--- src/design/phase_cut_dimmer_8ch_unit_assert.svh ---
// Assertion macros for the phase-cut dimmer.
// Included by the modules that check their own logic; needs no package.
`ifndef PHASE_CUT_DIMMER_8CH_UNIT_ASSERT_SVH
`define PHASE_CUT_DIMMER_8CH_UNIT_ASSERT_SVH

// Same-cycle implication, checked outside reset
`define PCD_ASSERT_SAME(label, clk, rst_n, ante, cons) \
  label: assert property (@(posedge clk) disable iff (!rst_n) (ante) |-> (cons)) \
    else $error("dimmer same-cycle check failed");

// Next-cycle implication, checked outside reset
`define PCD_ASSERT_NEXT(label, clk, rst_n, ante, cons) \
  label: assert property (@(posedge clk) disable iff (!rst_n) (ante) |=> (cons)) \
    else $error("dimmer next-cycle check failed");

`endif

--- src/design/pcd_pkg.sv ---
// Shared types and constants of the phase-cut dimmer.
// Used by pcd_core and phase_cut_dimmer_8ch_unit; depends on nothing.
package pcd_pkg;

  localparam int LEVEL_W = 8;
  localparam int LAMP_W  = 8;
  localparam int FUNC_W  = 2;
  localparam int CODE_W  = 2;

  // Event kinds
  localparam logic [FUNC_W-1:0] EV_TICK = 2'd0;
  localparam logic [FUNC_W-1:0] EV_ZERO = 2'd1;
  localparam logic [FUNC_W-1:0] EV_BYTE = 2'd2;

  // Second-byte commands
  localparam logic [LEVEL_W-1:0] CMD_SET_ALL  = 8'd0;
  localparam logic [LEVEL_W-1:0] CMD_COMMENCE = 8'd9;

  // Reply codes
  localparam logic [CODE_W-1:0] REPLY_ERROR = 2'd0;
  localparam logic [CODE_W-1:0] REPLY_ACK1  = 2'd1;
  localparam logic [CODE_W-1:0] REPLY_ACK2  = 2'd2;

  localparam logic [LEVEL_W-1:0] LEVEL_OFF = 8'd255;

  typedef struct packed {
    logic [FUNC_W-1:0]  func;
    logic [LEVEL_W-1:0] rx_byte;
  } pcd_item_t;

  typedef struct packed {
    logic [LAMP_W-1:0] lamps;
    logic              reply_valid;
    logic [CODE_W-1:0] reply_code;
  } pcd_result_t;

endpackage

--- src/design/pcd_core.sv ---
// Dimmer state and next-state logic: phase counter, levels, lamps, byte parser.
// Depends on pcd_pkg and phase_cut_dimmer_8ch_unit_assert.svh.
module pcd_core
  import pcd_pkg::*;
#(
  parameter int CHANNELS = 8
) (
  input  logic        clk,
  input  logic        rst_n,
  input  logic        fire,
  input  pcd_item_t   item,
  output pcd_result_t res
);

  logic [LEVEL_W-1:0]  tick_count_r, tick_count_nxt;
  logic [LEVEL_W-1:0]  active_r  [CHANNELS];
  logic [LEVEL_W-1:0]  active_nxt[CHANNELS];
  logic [LEVEL_W-1:0]  pending_r  [CHANNELS];
  logic [LEVEL_W-1:0]  pending_nxt[CHANNELS];
  logic [CHANNELS-1:0] lamp_r, lamp_nxt;
  logic                phase_r, phase_nxt;
  logic [LEVEL_W-1:0]  cmd_r;
  logic [CHANNELS-1:0] match;
  logic                is_byte, second_byte, cmd_ok;
  logic                do_set_all, do_commence;
  logic                tick_fire, zero_fire;

  // Advance or clear the phase counter
  always_comb begin
    case (item.func)
      EV_TICK: tick_count_nxt = tick_count_r + 8'd1;
      EV_ZERO: tick_count_nxt = '0;
      default: tick_count_nxt = tick_count_r;
    endcase
  end

  // Compare every channel against the new count
  always_comb begin
    for (int i = 0; i < CHANNELS; i++) begin
      match[i] = (active_r[i] == tick_count_nxt);
    end
  end

  // Latch matching lamps on a tick, restart them on a zero crossing
  always_comb begin
    case (item.func)
      EV_TICK: lamp_nxt = lamp_r | match;
      EV_ZERO: lamp_nxt = match;
      default: lamp_nxt = lamp_r;
    endcase
  end

  // Decode the second byte of a command pair
  assign is_byte     = (item.func == EV_BYTE);
  assign second_byte = is_byte && phase_r;
  assign do_set_all  = second_byte && (cmd_r == CMD_SET_ALL);
  assign do_commence = second_byte && (cmd_r == CMD_COMMENCE);
  assign cmd_ok      = (cmd_r == CMD_SET_ALL) || (cmd_r == CMD_COMMENCE) ||
                       ((cmd_r != CMD_SET_ALL) && (cmd_r <= LEVEL_W'(CHANNELS)));
  assign phase_nxt   = is_byte ? !phase_r : phase_r;

  // Update pending and active levels per channel
  always_comb begin
    for (int i = 0; i < CHANNELS; i++) begin
      pending_nxt[i] = pending_r[i];
      active_nxt[i]  = active_r[i];
      if (do_set_all || (second_byte && (cmd_r == LEVEL_W'(i + 1)))) begin
        pending_nxt[i] = item.rx_byte;
      end
      if (do_commence) begin
        active_nxt[i] = pending_r[i];
      end
    end
  end

  // Form the result of this item
  always_comb begin
    res.lamps       = LAMP_W'(lamp_nxt);
    res.reply_valid = is_byte;
    if (!is_byte) begin
      res.reply_code = REPLY_ERROR;
    end else if (!phase_r) begin
      res.reply_code = REPLY_ACK1;
    end else if (cmd_ok) begin
      res.reply_code = REPLY_ACK2;
    end else begin
      res.reply_code = REPLY_ERROR;
    end
  end

  // Commit state when the item moves to the result register
  always_ff @(posedge clk) begin
    if (!rst_n) begin
      tick_count_r <= '0;
      lamp_r       <= '0;
      phase_r      <= 1'b0;
      for (int i = 0; i < CHANNELS; i++) begin
        active_r[i]  <= LEVEL_OFF;
        pending_r[i] <= LEVEL_OFF;
      end
    end else if (fire) begin
      tick_count_r <= tick_count_nxt;
      lamp_r       <= lamp_nxt;
      phase_r      <= phase_nxt;
      for (int i = 0; i < CHANNELS; i++) begin
        active_r[i]  <= active_nxt[i];
        pending_r[i] <= pending_nxt[i];
      end
    end
  end

  // Hold the command byte of the first byte of a pair
  always_ff @(posedge clk) begin
    if (fire && is_byte && !phase_r) begin
      cmd_r <= item.rx_byte;
    end
  end

  // Committed ticks and zero crossings
  assign tick_fire = fire && (item.func == EV_TICK);
  assign zero_fire = fire && (item.func == EV_ZERO);

`include "phase_cut_dimmer_8ch_unit_assert.svh"

  `PCD_ASSERT_NEXT(a_tick_adv, clk, rst_n, tick_fire, tick_count_r == $past(tick_count_r) + 8'd1)
  `PCD_ASSERT_NEXT(a_zero_clr, clk, rst_n, zero_fire, tick_count_r == '0)
  `PCD_ASSERT_SAME(a_first_ack, clk, rst_n, is_byte && !phase_r, res.reply_code == REPLY_ACK1)
  `PCD_ASSERT_NEXT(a_idle_hold, clk, rst_n, !fire, $stable({lamp_r, phase_r, tick_count_r}))

endmodule

--- src/design/phase_cut_dimmer_8ch_unit.sv ---
// Eight-channel phase-cut dimmer top level: input register, core, result register.
// Depends on pcd_pkg and pcd_core.
//
// Use: each input item (in_func, in_rx_byte) is a timer tick, a mains zero
// crossing or a received serial byte. Every item gives exactly one result:
// out_lamps (gate drive after the item), out_reply_valid and out_reply_code.
// Both channels move an item on a clock edge where valid is high and stall
// is low.
// Path: an accepted item waits in the input register; its result is loaded
// into the result register when that register is empty or being taken.
// Throughput: one item per cycle while out_stall stays low; the core's compares
// and level updates sit between the input register and the result register.
// Stall: while out_stall holds a result, the input register still takes one
// more item; in_stall rises only when both registers are full and the
// result cannot leave.
// Reset (rst_n low, synchronous): both registers empty, counter and lamps
// clear, all levels 255, byte parser waits for a command byte.
module phase_cut_dimmer_8ch_unit
  import pcd_pkg::*;
#(
  parameter int CHANNELS = 8
) (
  input  logic               clk,
  input  logic               rst_n,
  input  logic               in_valid,
  output logic               in_stall,
  input  logic [FUNC_W-1:0]  in_func,
  input  logic [LEVEL_W-1:0] in_rx_byte,
  output logic               out_valid,
  input  logic               out_stall,
  output logic [LAMP_W-1:0]  out_lamps,
  output logic               out_reply_valid,
  output logic [CODE_W-1:0]  out_reply_code
);

  logic        in_vld_r;
  pcd_item_t   in_item_r;
  logic        out_vld_r;
  pcd_result_t out_res_r;
  pcd_result_t core_res;
  logic        advance, fire, accept;

  // Result register can load when empty or being taken
  assign advance  = !out_vld_r || !out_stall;
  assign fire     = in_vld_r && advance;
  assign in_stall = in_vld_r && !advance;
  assign accept   = in_valid && !in_stall;

  // Input register
  always_ff @(posedge clk) begin
    if (!rst_n) begin
      in_vld_r <= 1'b0;
    end else if (accept) begin
      in_vld_r <= 1'b1;
    end else if (fire) begin
      in_vld_r <= 1'b0;
    end
  end

  always_ff @(posedge clk) begin
    if (accept) begin
      in_item_r.func    <= in_func;
      in_item_r.rx_byte <= in_rx_byte;
    end
  end

  pcd_core #(
    .CHANNELS (CHANNELS)
  ) u_core (
    .clk   (clk),
    .rst_n (rst_n),
    .fire  (fire),
    .item  (in_item_r),
    .res   (core_res)
  );

  // Result register
  always_ff @(posedge clk) begin
    if (!rst_n) begin
      out_vld_r <= 1'b0;
    end else if (advance) begin
      out_vld_r <= in_vld_r;
    end
  end

  always_ff @(posedge clk) begin
    if (fire) begin
      out_res_r <= core_res;
    end
  end

  assign out_valid       = out_vld_r;
  assign out_lamps       = out_res_r.lamps;
  assign out_reply_valid = out_res_r.reply_valid;
  assign out_reply_code  = out_res_r.reply_code;

endmodule
--- config.mk ---
export PLATFORM = sky130hd
export DESIGN_NAME = phase_cut_dimmer_8ch_unit
export DESIGN_NICKNAME = d
export VERILOG_FILES = /design/src/design/pcd_pkg.sv /design/src/design/pcd_core.sv /design/src/design/phase_cut_dimmer_8ch_unit.sv
export VERILOG_INCLUDE_DIRS = /design/src /design/src/design
export SDC_FILE = /design/constraint.sdc
export NUM_CORES = 1
export LEC_CHECK = 0
export CORE_MARGIN = 2
export CORE_UTILIZATION = 56
export CTS_CLUSTER_SIZE = 24
export DETAILED_ROUTE_END_ITERATION = 12
export DONT_BUFFER_PORTS = 1
export PLACE_DENSITY = 0.74
export SLEW_MARGIN = 20
export SYNTH_ARGS = -nofsm -noshare
export SYNTH_HDL_FRONTEND = slang
export SYNTH_SLANG_ARGS = --single-unit
--- constraint.sdc ---
create_clock -name clk -period 5.8 [get_ports clk]
set_input_delay 1.16 -clock clk [delete_from_list [all_inputs] [get_ports clk]]
set_output_delay 1.16 -clock clk [all_outputs]
set_load 0.02 [all_outputs]
* Word-level counts from Yosys, hierarchy flattened
Memory sizes are Yosys's and may differ from the RTL's.
Cells that the tools add are included.
** Word-level totals
- Output and inout port bits :: 13
- Flip-flop bits (word level) :: 48
- Latch bits :: 0
- Bits of input ports :: 14
- RAM bits :: 128
- ROM bits :: 0
- Memories :: 2
** Memories
- u_core.active_r :: words 8, bits a word 8, rd ports 8, clocked after memory_dff 0, wr ports 8, line pcd_core.sv:16 : logic [LEVEL_W-1:0] active_r [CHANNELS];
- u_core.pending_r :: words 8, bits a word 8, rd ports 8, clocked after memory_dff 0, wr ports 8, line pcd_core.sv:18 : logic [LEVEL_W-1:0] pending_r [CHANNELS];
** Cells by class
- Add/subtract/negate cells :: 1
- Equality and inequality tests :: 19
- Shift operators :: 0
- Order comparisons :: 1
- Muxes and demuxes :: 42
- Div/mod/pow operators :: 0
- Bitwise logic cells :: 17
- Reductions and logical operators :: 39
- Multipliers :: 0
** Operators by type and width (number)
- 2-to-1 mux 8 bit :: 32
- equality test 8 bit :: 8
- equality test 8 x 3 -> 1 bit, second input constant :: 4
- case mux 8 bit (2 select lines) :: 2
- logical AND 1 bit :: 17
- equality test 8 x 2 -> 1 bit, second input constant :: 2
- equality test 8 x 4 -> 1 bit, second input constant :: 2
- bitwise OR 1 bit :: 16
- logical OR 1 bit :: 11
- adder 8 x 1 -> 8 bit, second input constant :: 1
- equality test 8 x 1 -> 1 bit, second input constant :: 1
- <= comparator 8 x 4 -> 1 bit, second input constant :: 1
- zero test 8 bit :: 1
- bitwise OR 8 bit :: 1
- nonzero test 8 bit :: 1
- 2-to-1 mux 1 bit :: 7
- zero test 1 bit :: 5
- AND reduction 2 bit :: 2
- equality test 2 x 1 -> 1 bit, second input constant :: 1
- equality test 2 bit, second input constant :: 1
- zero test 2 bit :: 1
- 2-to-1 mux 2 bit :: 1
- nonzero test 2 bit :: 1

* Depth between registers and ports, before layout
Gate-level depths: netlist of run 1.
- Depth in word-level cells :: 7
- Gate-level depth with buffers :: 9

* By module
A second synthesis of run 1 with hierarchy kept.
** Unflattened totals
- Cells, all modules :: 623
- Area, all modules :: 7971.4 sq um
** By module, submodules not included
- pcd_core :: seq. area each 4424.2 sq um, area an instance 7257.0 sq um, cells each 594, instances 1
- phase_cut_dimmer_8ch_unit :: seq. area each 670.6 sq um, area an instance 714.4 sq um, cells each 29, instances 1

* Worst setup path before layout of run 1
Ideal clock, no wire load.
- Kind :: in2reg
- Start point :: input port out_stall
- End point :: memory u_core.active_r[0][0] (enable)
- Data required time :: 5.280 ns
- Buffers on the path :: 1
- Data arrival time :: 5.364 ns
- Stages on the path :: 5
- Setup slack :: -0.084 ns
- Setup time :: 0.520 ns
- Path through :: nand2_1 -> nand2_1 -> clkbuf_1 -> or4_1 -> o21ai_0
** RTL lines
- start, declared :: line phase_cut_dimmer_8ch_unit.sv:30 : input logic out_stall,
- end, declared :: line pcd_core.sv:16

==> metrics.md, run 1 <==
| Metric | Value |
|---|---|
| Most Crowded Layer GR | met2 |
| Hold slack | 0.4420 ns |
| Reg-to-reg slack, setup | 2.40 ns |
| Max Root-Sink Buffers | 2 |
| Sequential area share after synthesis | 67.15% |
| Synth top area cells | edfxtp_1 62%, nand2b_1 6.4%, dfxtp_1 5.0%, xnor2_1 3.0%, o21ai_0 2.6% |
| Hold buffers post-CTS | 0 |
| Share of cells above drive strength 1 | 10.68% |
| Worst setup EP type | flop |
| Nets@finish | 593 |
| Final Util | 62.95% |
| Minimum clock period | 3.403 ns |
| Starting density of the core | 57.29% |
| Core ar. | 0.01324 mm2 |
| CTS root buf | clkbuf_16 |
| Synth Register Bits | 176 |
| Critical Path RT | 6.02 ns |
| Worst-margin pin slew | 1.059 ns |
| Reg2reg start | u_core.tick_count_r[0] |
| Post-DP HPWL | 10.16 mm |
| Reg2Reg Depth | 7 |
| GRT Resource Usage Total | 21.67% |
| P_leak | 0.002587 uW |
| Skew-Pair Late Insertion Delay | 0.43 ns |
| Critical path class | flop to flop |
| GPL Wtd Cong | 0.8397 |
| Postcts setup bufs | 0 |
| Post-Synth Simple-Gate Area | 15.58% |
| Antenna violations before repair | 0 |
| Clock transition at path regs | 0.06 ns |
| Unique masters post-synth | 52 |
| Port Buf Inserts | 0 |
| Pwr dens | 311.7 mW/mm2 |
| Largest net degree at the start of global routing | 49 |
| Area leader, netlist | edfxtp_1 |
| GRT met1 Usage | 28.65% |
| HP Class | flop to flop |
| Num CTS Buffers | 17 |
| Setup_tns | 0 ns |
| Post-Syn Nets | 594 |
| Row count | 42 |
| Crit start category | flop |
| Wire per inst | 19.26 um |
| Final Instance Area | 0.008337 mm2 |
| Htree depth | 4 |
| FF-to-FF End | out_lamps[0] |
| Synth Area in Compound Gates | 9.004% |
| FMAX | 293.9 MHz |
| Post-synth EDFFs | 157 |
| Number of diodes | 0 |
| Hold path start | in_item_r[7] |
| DRC Markers | 0 |
| Chip height | 120.4 um |
| Peak supply drop | 0.0002059 V |
| XOR/XNOR Fraction of Synth Area | 4.733% |
| Post-Syn Area | 0.007587 mm2 |
| Final Setup Violations | 0 |
| Final hold violations | 0 |
| Post-synth top area share | 62.14% |
| I/O pin count | 27 |
| Post-Synth Adder-Cell Area | 0.1649% |
| Vias | 4430 |
| CP Data Arrival Time | 3.62 ns |
| GR Util met2 | 34.29% |
| Synth warn | 0 |
| Die width | 120.4 um |
| Largest family of logic cells by synthesized area | simple AND/OR/NAND/NOR gates |
| Max-cap violations | 0 |
| 1st-pass router iterations | 7 |
| Die ar. | 0.01450 mm2 |
| Synth Instances | 579 |
| Post-route antenna net violation count | 0 |
| Avg Cell Area, Syn | 13.10 um2 |
| Vias in the first global route | 4337 |
| WL final | 14.75 mm |
| Slew Limit Fails | 0 |
| Final Total Pwr | 2598 uW |
| Clk sinks | 176 |
| First-pass GRT wire length | 23.25 mm |
| Async S/R FF share, synth | 0% |
| Relative slew slack | 28.02% |
| Resized cells post-CTS | 0 |
| Total gr overflow | 0 |
| Mux contribution to synthesized area | 1.270% |
| CP Max Fanout | 15 |
| Fin crit share | 58.67% |
| Area Overhead vs Synth | 9.878% |
| RSZ-0062 raised after global routing | false |
| Iteration-0 DRC Markers | 461 |
| Via-per-instance ratio | 5.783 |
| Primary FF master, synth | edfxtp_1 |
| Hold depth | 0 |
| Placed inst area | 0.007757 mm2 |
| CTS tree | built |
| Hold Path Sink | u_core.cmd_r[7] |
| Status | finished clean |
| Met3 usage | 5.660% |
| Clk_skew | 0.006834 ns |
[synthesized netlist by cell type (all sizes together) (2+ instances only)]
cell / number
a211oi: 4
a21o: 7
a21oi: 9
a221oi: 5
a22oi: 2
a31oi: 6
and2: 10
and3: 3
buf: 6
clkbuf: 23
dfxtp: 19
edfxtp: 157
inv: 10
mux2i: 8
nand2: 35
nand2b: 78
nand3: 13
nand4: 4
nor2: 23
nor2b: 8
nor3: 4
o2111ai: 7
o211a: 2
o21a: 3
o21ai: 42
o2bb2ai: 2
o31ai: 7
o41ai: 2
or2: 16
or3: 4
or4: 6
xnor2: 26
xor2: 15
[power breakdown]
group / switching, uW / total (uW) / internal (uW)
Sequential: 21.9 / 1440 / 1420
Clock: 466 / 1050 / 588
Combinational: 70.7 / 105 / 34.5
[stage by stage]
step / setup slack [ns] / instances
floorplan: 1.214 / 579
global placement: 2.104 / 734
detailed placement: 1.964 / 734
CTS: 2.398 / 765
global route: 2.195 / 766
finish: 2.397 / 766
[area by class of cell]
cell class / instances / area [um2]
clock buffers: 18 / 429.2
clock inverters: 13 / 115.1
fillers: 969 / 4906
inverters: 10 / 37.54
multi-input cells: 364 / 2352
flip-flops and latches: 176 / 5095
well taps: 176 / 220.2
repair buffers: 9 / 87.58
[how the worst max path moves through the flow]
stage,start,endpoint,cells after the start
after floorplan,out_stall,u_core.active_r[0][0],5
after global placement,out_stall,u_core.active_r[0][23],5
after detailed placement,out_stall,u_core.active_r[0][23],5
after CTS,in_item_r[8],u_core.active_r[0][23],7
after global routing,u_core.tick_count_r[0],out_lamps[0],7
final,u_core.tick_count_r[0],out_lamps[0],7
[metal layers]
| layer | wire length [um] | vias up |
|---|---|---|
| li1 | - | 2108 |
| met1 | 6418 | 2142 |
| met2 | 7090 | 150 |
| met3 | 855 | 30 |
| met4 | 387 | 0 |
| met5 | 0 | - |
[cell usage in the layout, fill, tap and decap left out, drive strengths merged, types with 8 or more instances in the layout]
cell / n
a21oi: 9
and2: 10
buf: 9
clkbuf: 18
dfxtp: 19
edfxtp: 157
inv: 13
mux2i: 8
nand2: 35
nand2b: 78
nand3: 13
nor2: 23
nor2b: 8
o21ai: 42
or2: 16
xnor2: 26
xor2: 15
[worst max-delay path, stage by stage, from the launching register on]
cell       delay [ns]
dfxtp_1          0.75
ha_1             0.38
xnor2_1          0.09
nor2_1           0.72
xnor2_1          0.19
o2111ai_1        0.17
or3_1            0.47
o41ai_1          0.42
[cells by family after synthesis]
| logic type | count (synthesis) |
|---|---|
| compound gates | 105 |
| xor+xnor | 41 |
| fa+ha+maj | 1 |
| buf+inv | 39 |
| flops | 176 |
| mux | 8 |
| simple gates | 209 |
[sequential cells by signal, summed over array words and instances, names as in the netlist]
register,count
in_item_r,10
out_lamps,8
out_valid,1
u_core.tick_count_r,8
u_core.active_r,64
out_reply_valid,1
u_core.phase_r,1
in_vld_r,1
u_core.cmd_r,8
u_core.lamp_r,8
u_core.pending_r,64
out_reply_code,2
Power figures use the tool's default switching activity.
==> run 2: changes to the inputs <==
==> constraint.sdc (replaced) <==
create_clock -name clk -period 2.9 [get_ports clk]
set_input_delay 0.58 -clock clk [delete_from_list [all_inputs] [get_ports clk]]
set_output_delay 0.58 -clock clk [all_outputs]
set_load 0.02 [all_outputs]
==> metrics.md, run 2 (synthesis results as in run 1) <==
| Metric | Value |
|---|---|
| Total gr overflow | 0 (unchanged) |
| Delay of the slowest critical-path stage | 0.45 ns (-0.30 ns) |
| 1st-pass router iterations | 5 (-2) |
| Crit start category | flop |
| Slowest-stage cell, CP | dfxtp_1 |
| Setup ws final | 0.1695 ns (-2.227 ns) |
| Critical Path RT | 3.13 ns (-2.89 ns) |
| Status | finished clean |
| Hold depth | 0 (unchanged) |
| CTS tree | built |
| Number of diodes | 0 (unchanged) |
| Fin crit share | 94.15% (+35 points) |
| Num CTS Buffers | 17 (unchanged) |
| Area of the multi-input gates | 0.002347 mm2 (-0.21%) |
| Iteration-0 DRC Markers | 535 (+16%) |
| DRC Markers | 0 (unchanged) |
| Row count | 42 (unchanged) |
| Antenna violations before repair | 0 (unchanged) |
| Clk sinks | 176 (unchanged) |
| Core ar. | 0.01324 mm2 (unchanged) |
| Hold Path Sink | in_item_r[3] |
| Post-DP HPWL | 10.26 mm (+1.1%) |
| Largest net degree at the start of global routing | 51 (+4.1%) |
| Die ar. | 0.01450 mm2 (unchanged) |
| Final hold violations | 0 (unchanged) |
| Via-per-instance ratio | 5.701 (-1.4%) |
| WP buf/inv | 0 (unchanged) |
| Chip height | 120.4 um (unchanged) |
| WL final | 14.89 mm (+0.94%) |
| Hold path start | in_rx_byte[3] |
| Area Overhead vs Synth | 12.83% |
| Critical path class | flop to flop |
| Starting density of the core | 57.29% (unchanged) |
| Final Setup Violations | 0 (unchanged) |
| Reg2reg start | u_core.tick_count_r[1] |
| Vias | 4492 (+1.4%) |
| Delay-heaviest family, CP | simple AND/OR/NAND/NOR gates |
| Worst setup EP type | flop |
| CP Data Arrival Time | 2.96 ns (-0.66 ns) |
| Max-cap violations | 0 (unchanged) |
| FF-to-FF End | out_lamps[2] |
| Crit. path cell count | 7 (unchanged) |
| Clk_skew | 0.008982 ns (+0.002148 ns) |
| Vias in the first global route | 4470 (+3.1%) |
| Reg-to-reg slack, setup | 0.17 ns (-2.23 ns) |
| Share of cells above drive strength 1 | 13.40% (+2.7 points) |
| GR Util met2 | 35.20% (+0.92 points) |
| Relative slew slack | 56.87% (+29 points) |
| Clock transition at path regs | 0.07 ns (about the same) |
| Storage element area | 0.005095 mm2 (unchanged) |
| Peak supply drop | 0.0004677 V (+130%) |
| Most Crowded Layer GR | met2 |
| GRT met1 Usage | 30.13% (+1.5 points) |
| CTS root buf | clkbuf_16 |
| FMAX | 366.2 MHz (+25%) |
| Nets@finish | 614 (+3.5%) |
| Biggest regs | u_core.active_r x64, u_core.pending_r x64, in_item_r x10 |
| Wire per inst | 18.89 um (-1.9%) |
| P_leak | 0.002724 uW (+5.3%) |
| Max Root-Sink Buffers | 2 (unchanged) |
| Slew Limit Fails | 0 (unchanged) |
| HP Class | input pin to flop |
| Pre-CTS setup slack | 0.1965 ns (-1.768 ns) |
| Htree depth | 4 (unchanged) |
| RSZ-0062 raised after global routing | false |
| Die width | 120.4 um (unchanged) |
| Worst-margin pin slew | 0.6446 ns (-0.4142 ns) |
| Reg2Reg Depth | 7 (unchanged) |
| Skew-Pair Late Insertion Delay | 0.43 ns (about the same) |
| Met3 usage | 5.236% (-0.42 points) |
| Pwr dens | 638.0 mW/mm2 (+100%) |
| First-pass GRT wire length | 24.10 mm (+3.6%) |
| GRT Resource Usage Total | 22.61% (+0.94 points) |
| Port Buf Inserts | 0 (unchanged) |
| Fill cells | 959 (-1.0%) |
| I/O pin count | 27 (unchanged) |
| CP Max Fanout | 6 (-9) |
| Commonest non-fill, non-tap cell in the layout | edfxtp_1 |
| GPL Wtd Cong | 0.9069 (+8.0%) |
| Minimum clock period | 2.730 ns (-0.6725 ns) |
| Most frequent cells in the layout | 157 x edfxtp_1, 78 x nand2b_1, 38 x o21ai_0, 35 x nand2_1, 28 x buf_4 |
| Sequence of cells on the critical path | ha_2 > nand3_1 > and4bb_2 > mux2i_4 > o2111ai_1 > or3_1 > o41ai_1 |
| Setup_tns | 0 ns (unchanged) |
| Post-route antenna net violation count | 0 (unchanged) |
run 2: cell count changes in the layout (fill, tap and decap cells not counted), sizes merged:
cell | previous run | this run
buf | 9 | 30
clkinv | 6 | 3
clkinvlp | 3 | 0
inv | 13 | 16
bufinv | 1 | 3
clkbuf | 18 | 20
run 2: through the flow:
step,cell area [um2],hold slack [ns],utilization (%),instances,total power [uW]
after floorplan,7599,0.4168,-,579,3075
after global placement,7948,0.4248,60.02,756,3151
after detailed placement,7948,0.4275,60.02,756,3160
after CTS,8558,0.2276,64.63,788,5490
after global routing,8561,0.2236,64.64,788,5618
final,8561,0.2430,64.64,788,5461
run 2: routing by layer:
metal	share of wire (%)	vias up
li1	-	2147
met1	44	2167
met2	48	143
met3	5.6	35
met4	3.0	0
met5	0	-
run 2: report_power, final:
part	leakage, uW	total (uW)	internal, uW	switching (uW)
Clock	0.000297	2360	1380	975
Sequential	0.00144	2880	2830	44.2
Combinational	0.000987	229	82.6	146
run 2: worst register-to-register path: cells and delay by family (launching register included):
kind / cells / cell delay (ns)
and+or+nand+nor: 3 / 0.93
adders and majority gates: 1 / 0.28
AOI/OAI and AO/OA: 2 / 0.51
DFF: 1 / 0.45
muxes: 1 / 0.37
run 2: final cells by class:
cell class                 instances  area share, %
clock buffer                      20          5.101
clock inverter                    12          2.032
tap                              176          2.572
sequential                       176          59.51
multi-input combinational        364          27.42
timing repair buffer              30          2.923
inverter                          10         0.4385
run 2: how the worst max path moves through the flow:
stage / start / slack [ns] / endpoint
floorplan: in_item_r[8] / 0.005 / u_core.active_r[0][0]
global placement: u_core.tick_count_r[1] / 0.30 / out_lamps[2]
detailed placement: u_core.tick_count_r[1] / 0.20 / out_lamps[0]
CTS: u_core.tick_count_r[1] / 0.16 / out_lamps[0]
global route: u_core.tick_count_r[1] / 0.003 / out_lamps[2]
finish: u_core.tick_count_r[1] / 0.17 / out_lamps[2]
run 2: what timing repair did:
action / in CTS / in global routing
setup endpoints to repair: 0 / 1
resized for setup: 0 / 1
setup buffers: 0 / 0
hold buffers: 0 / 0
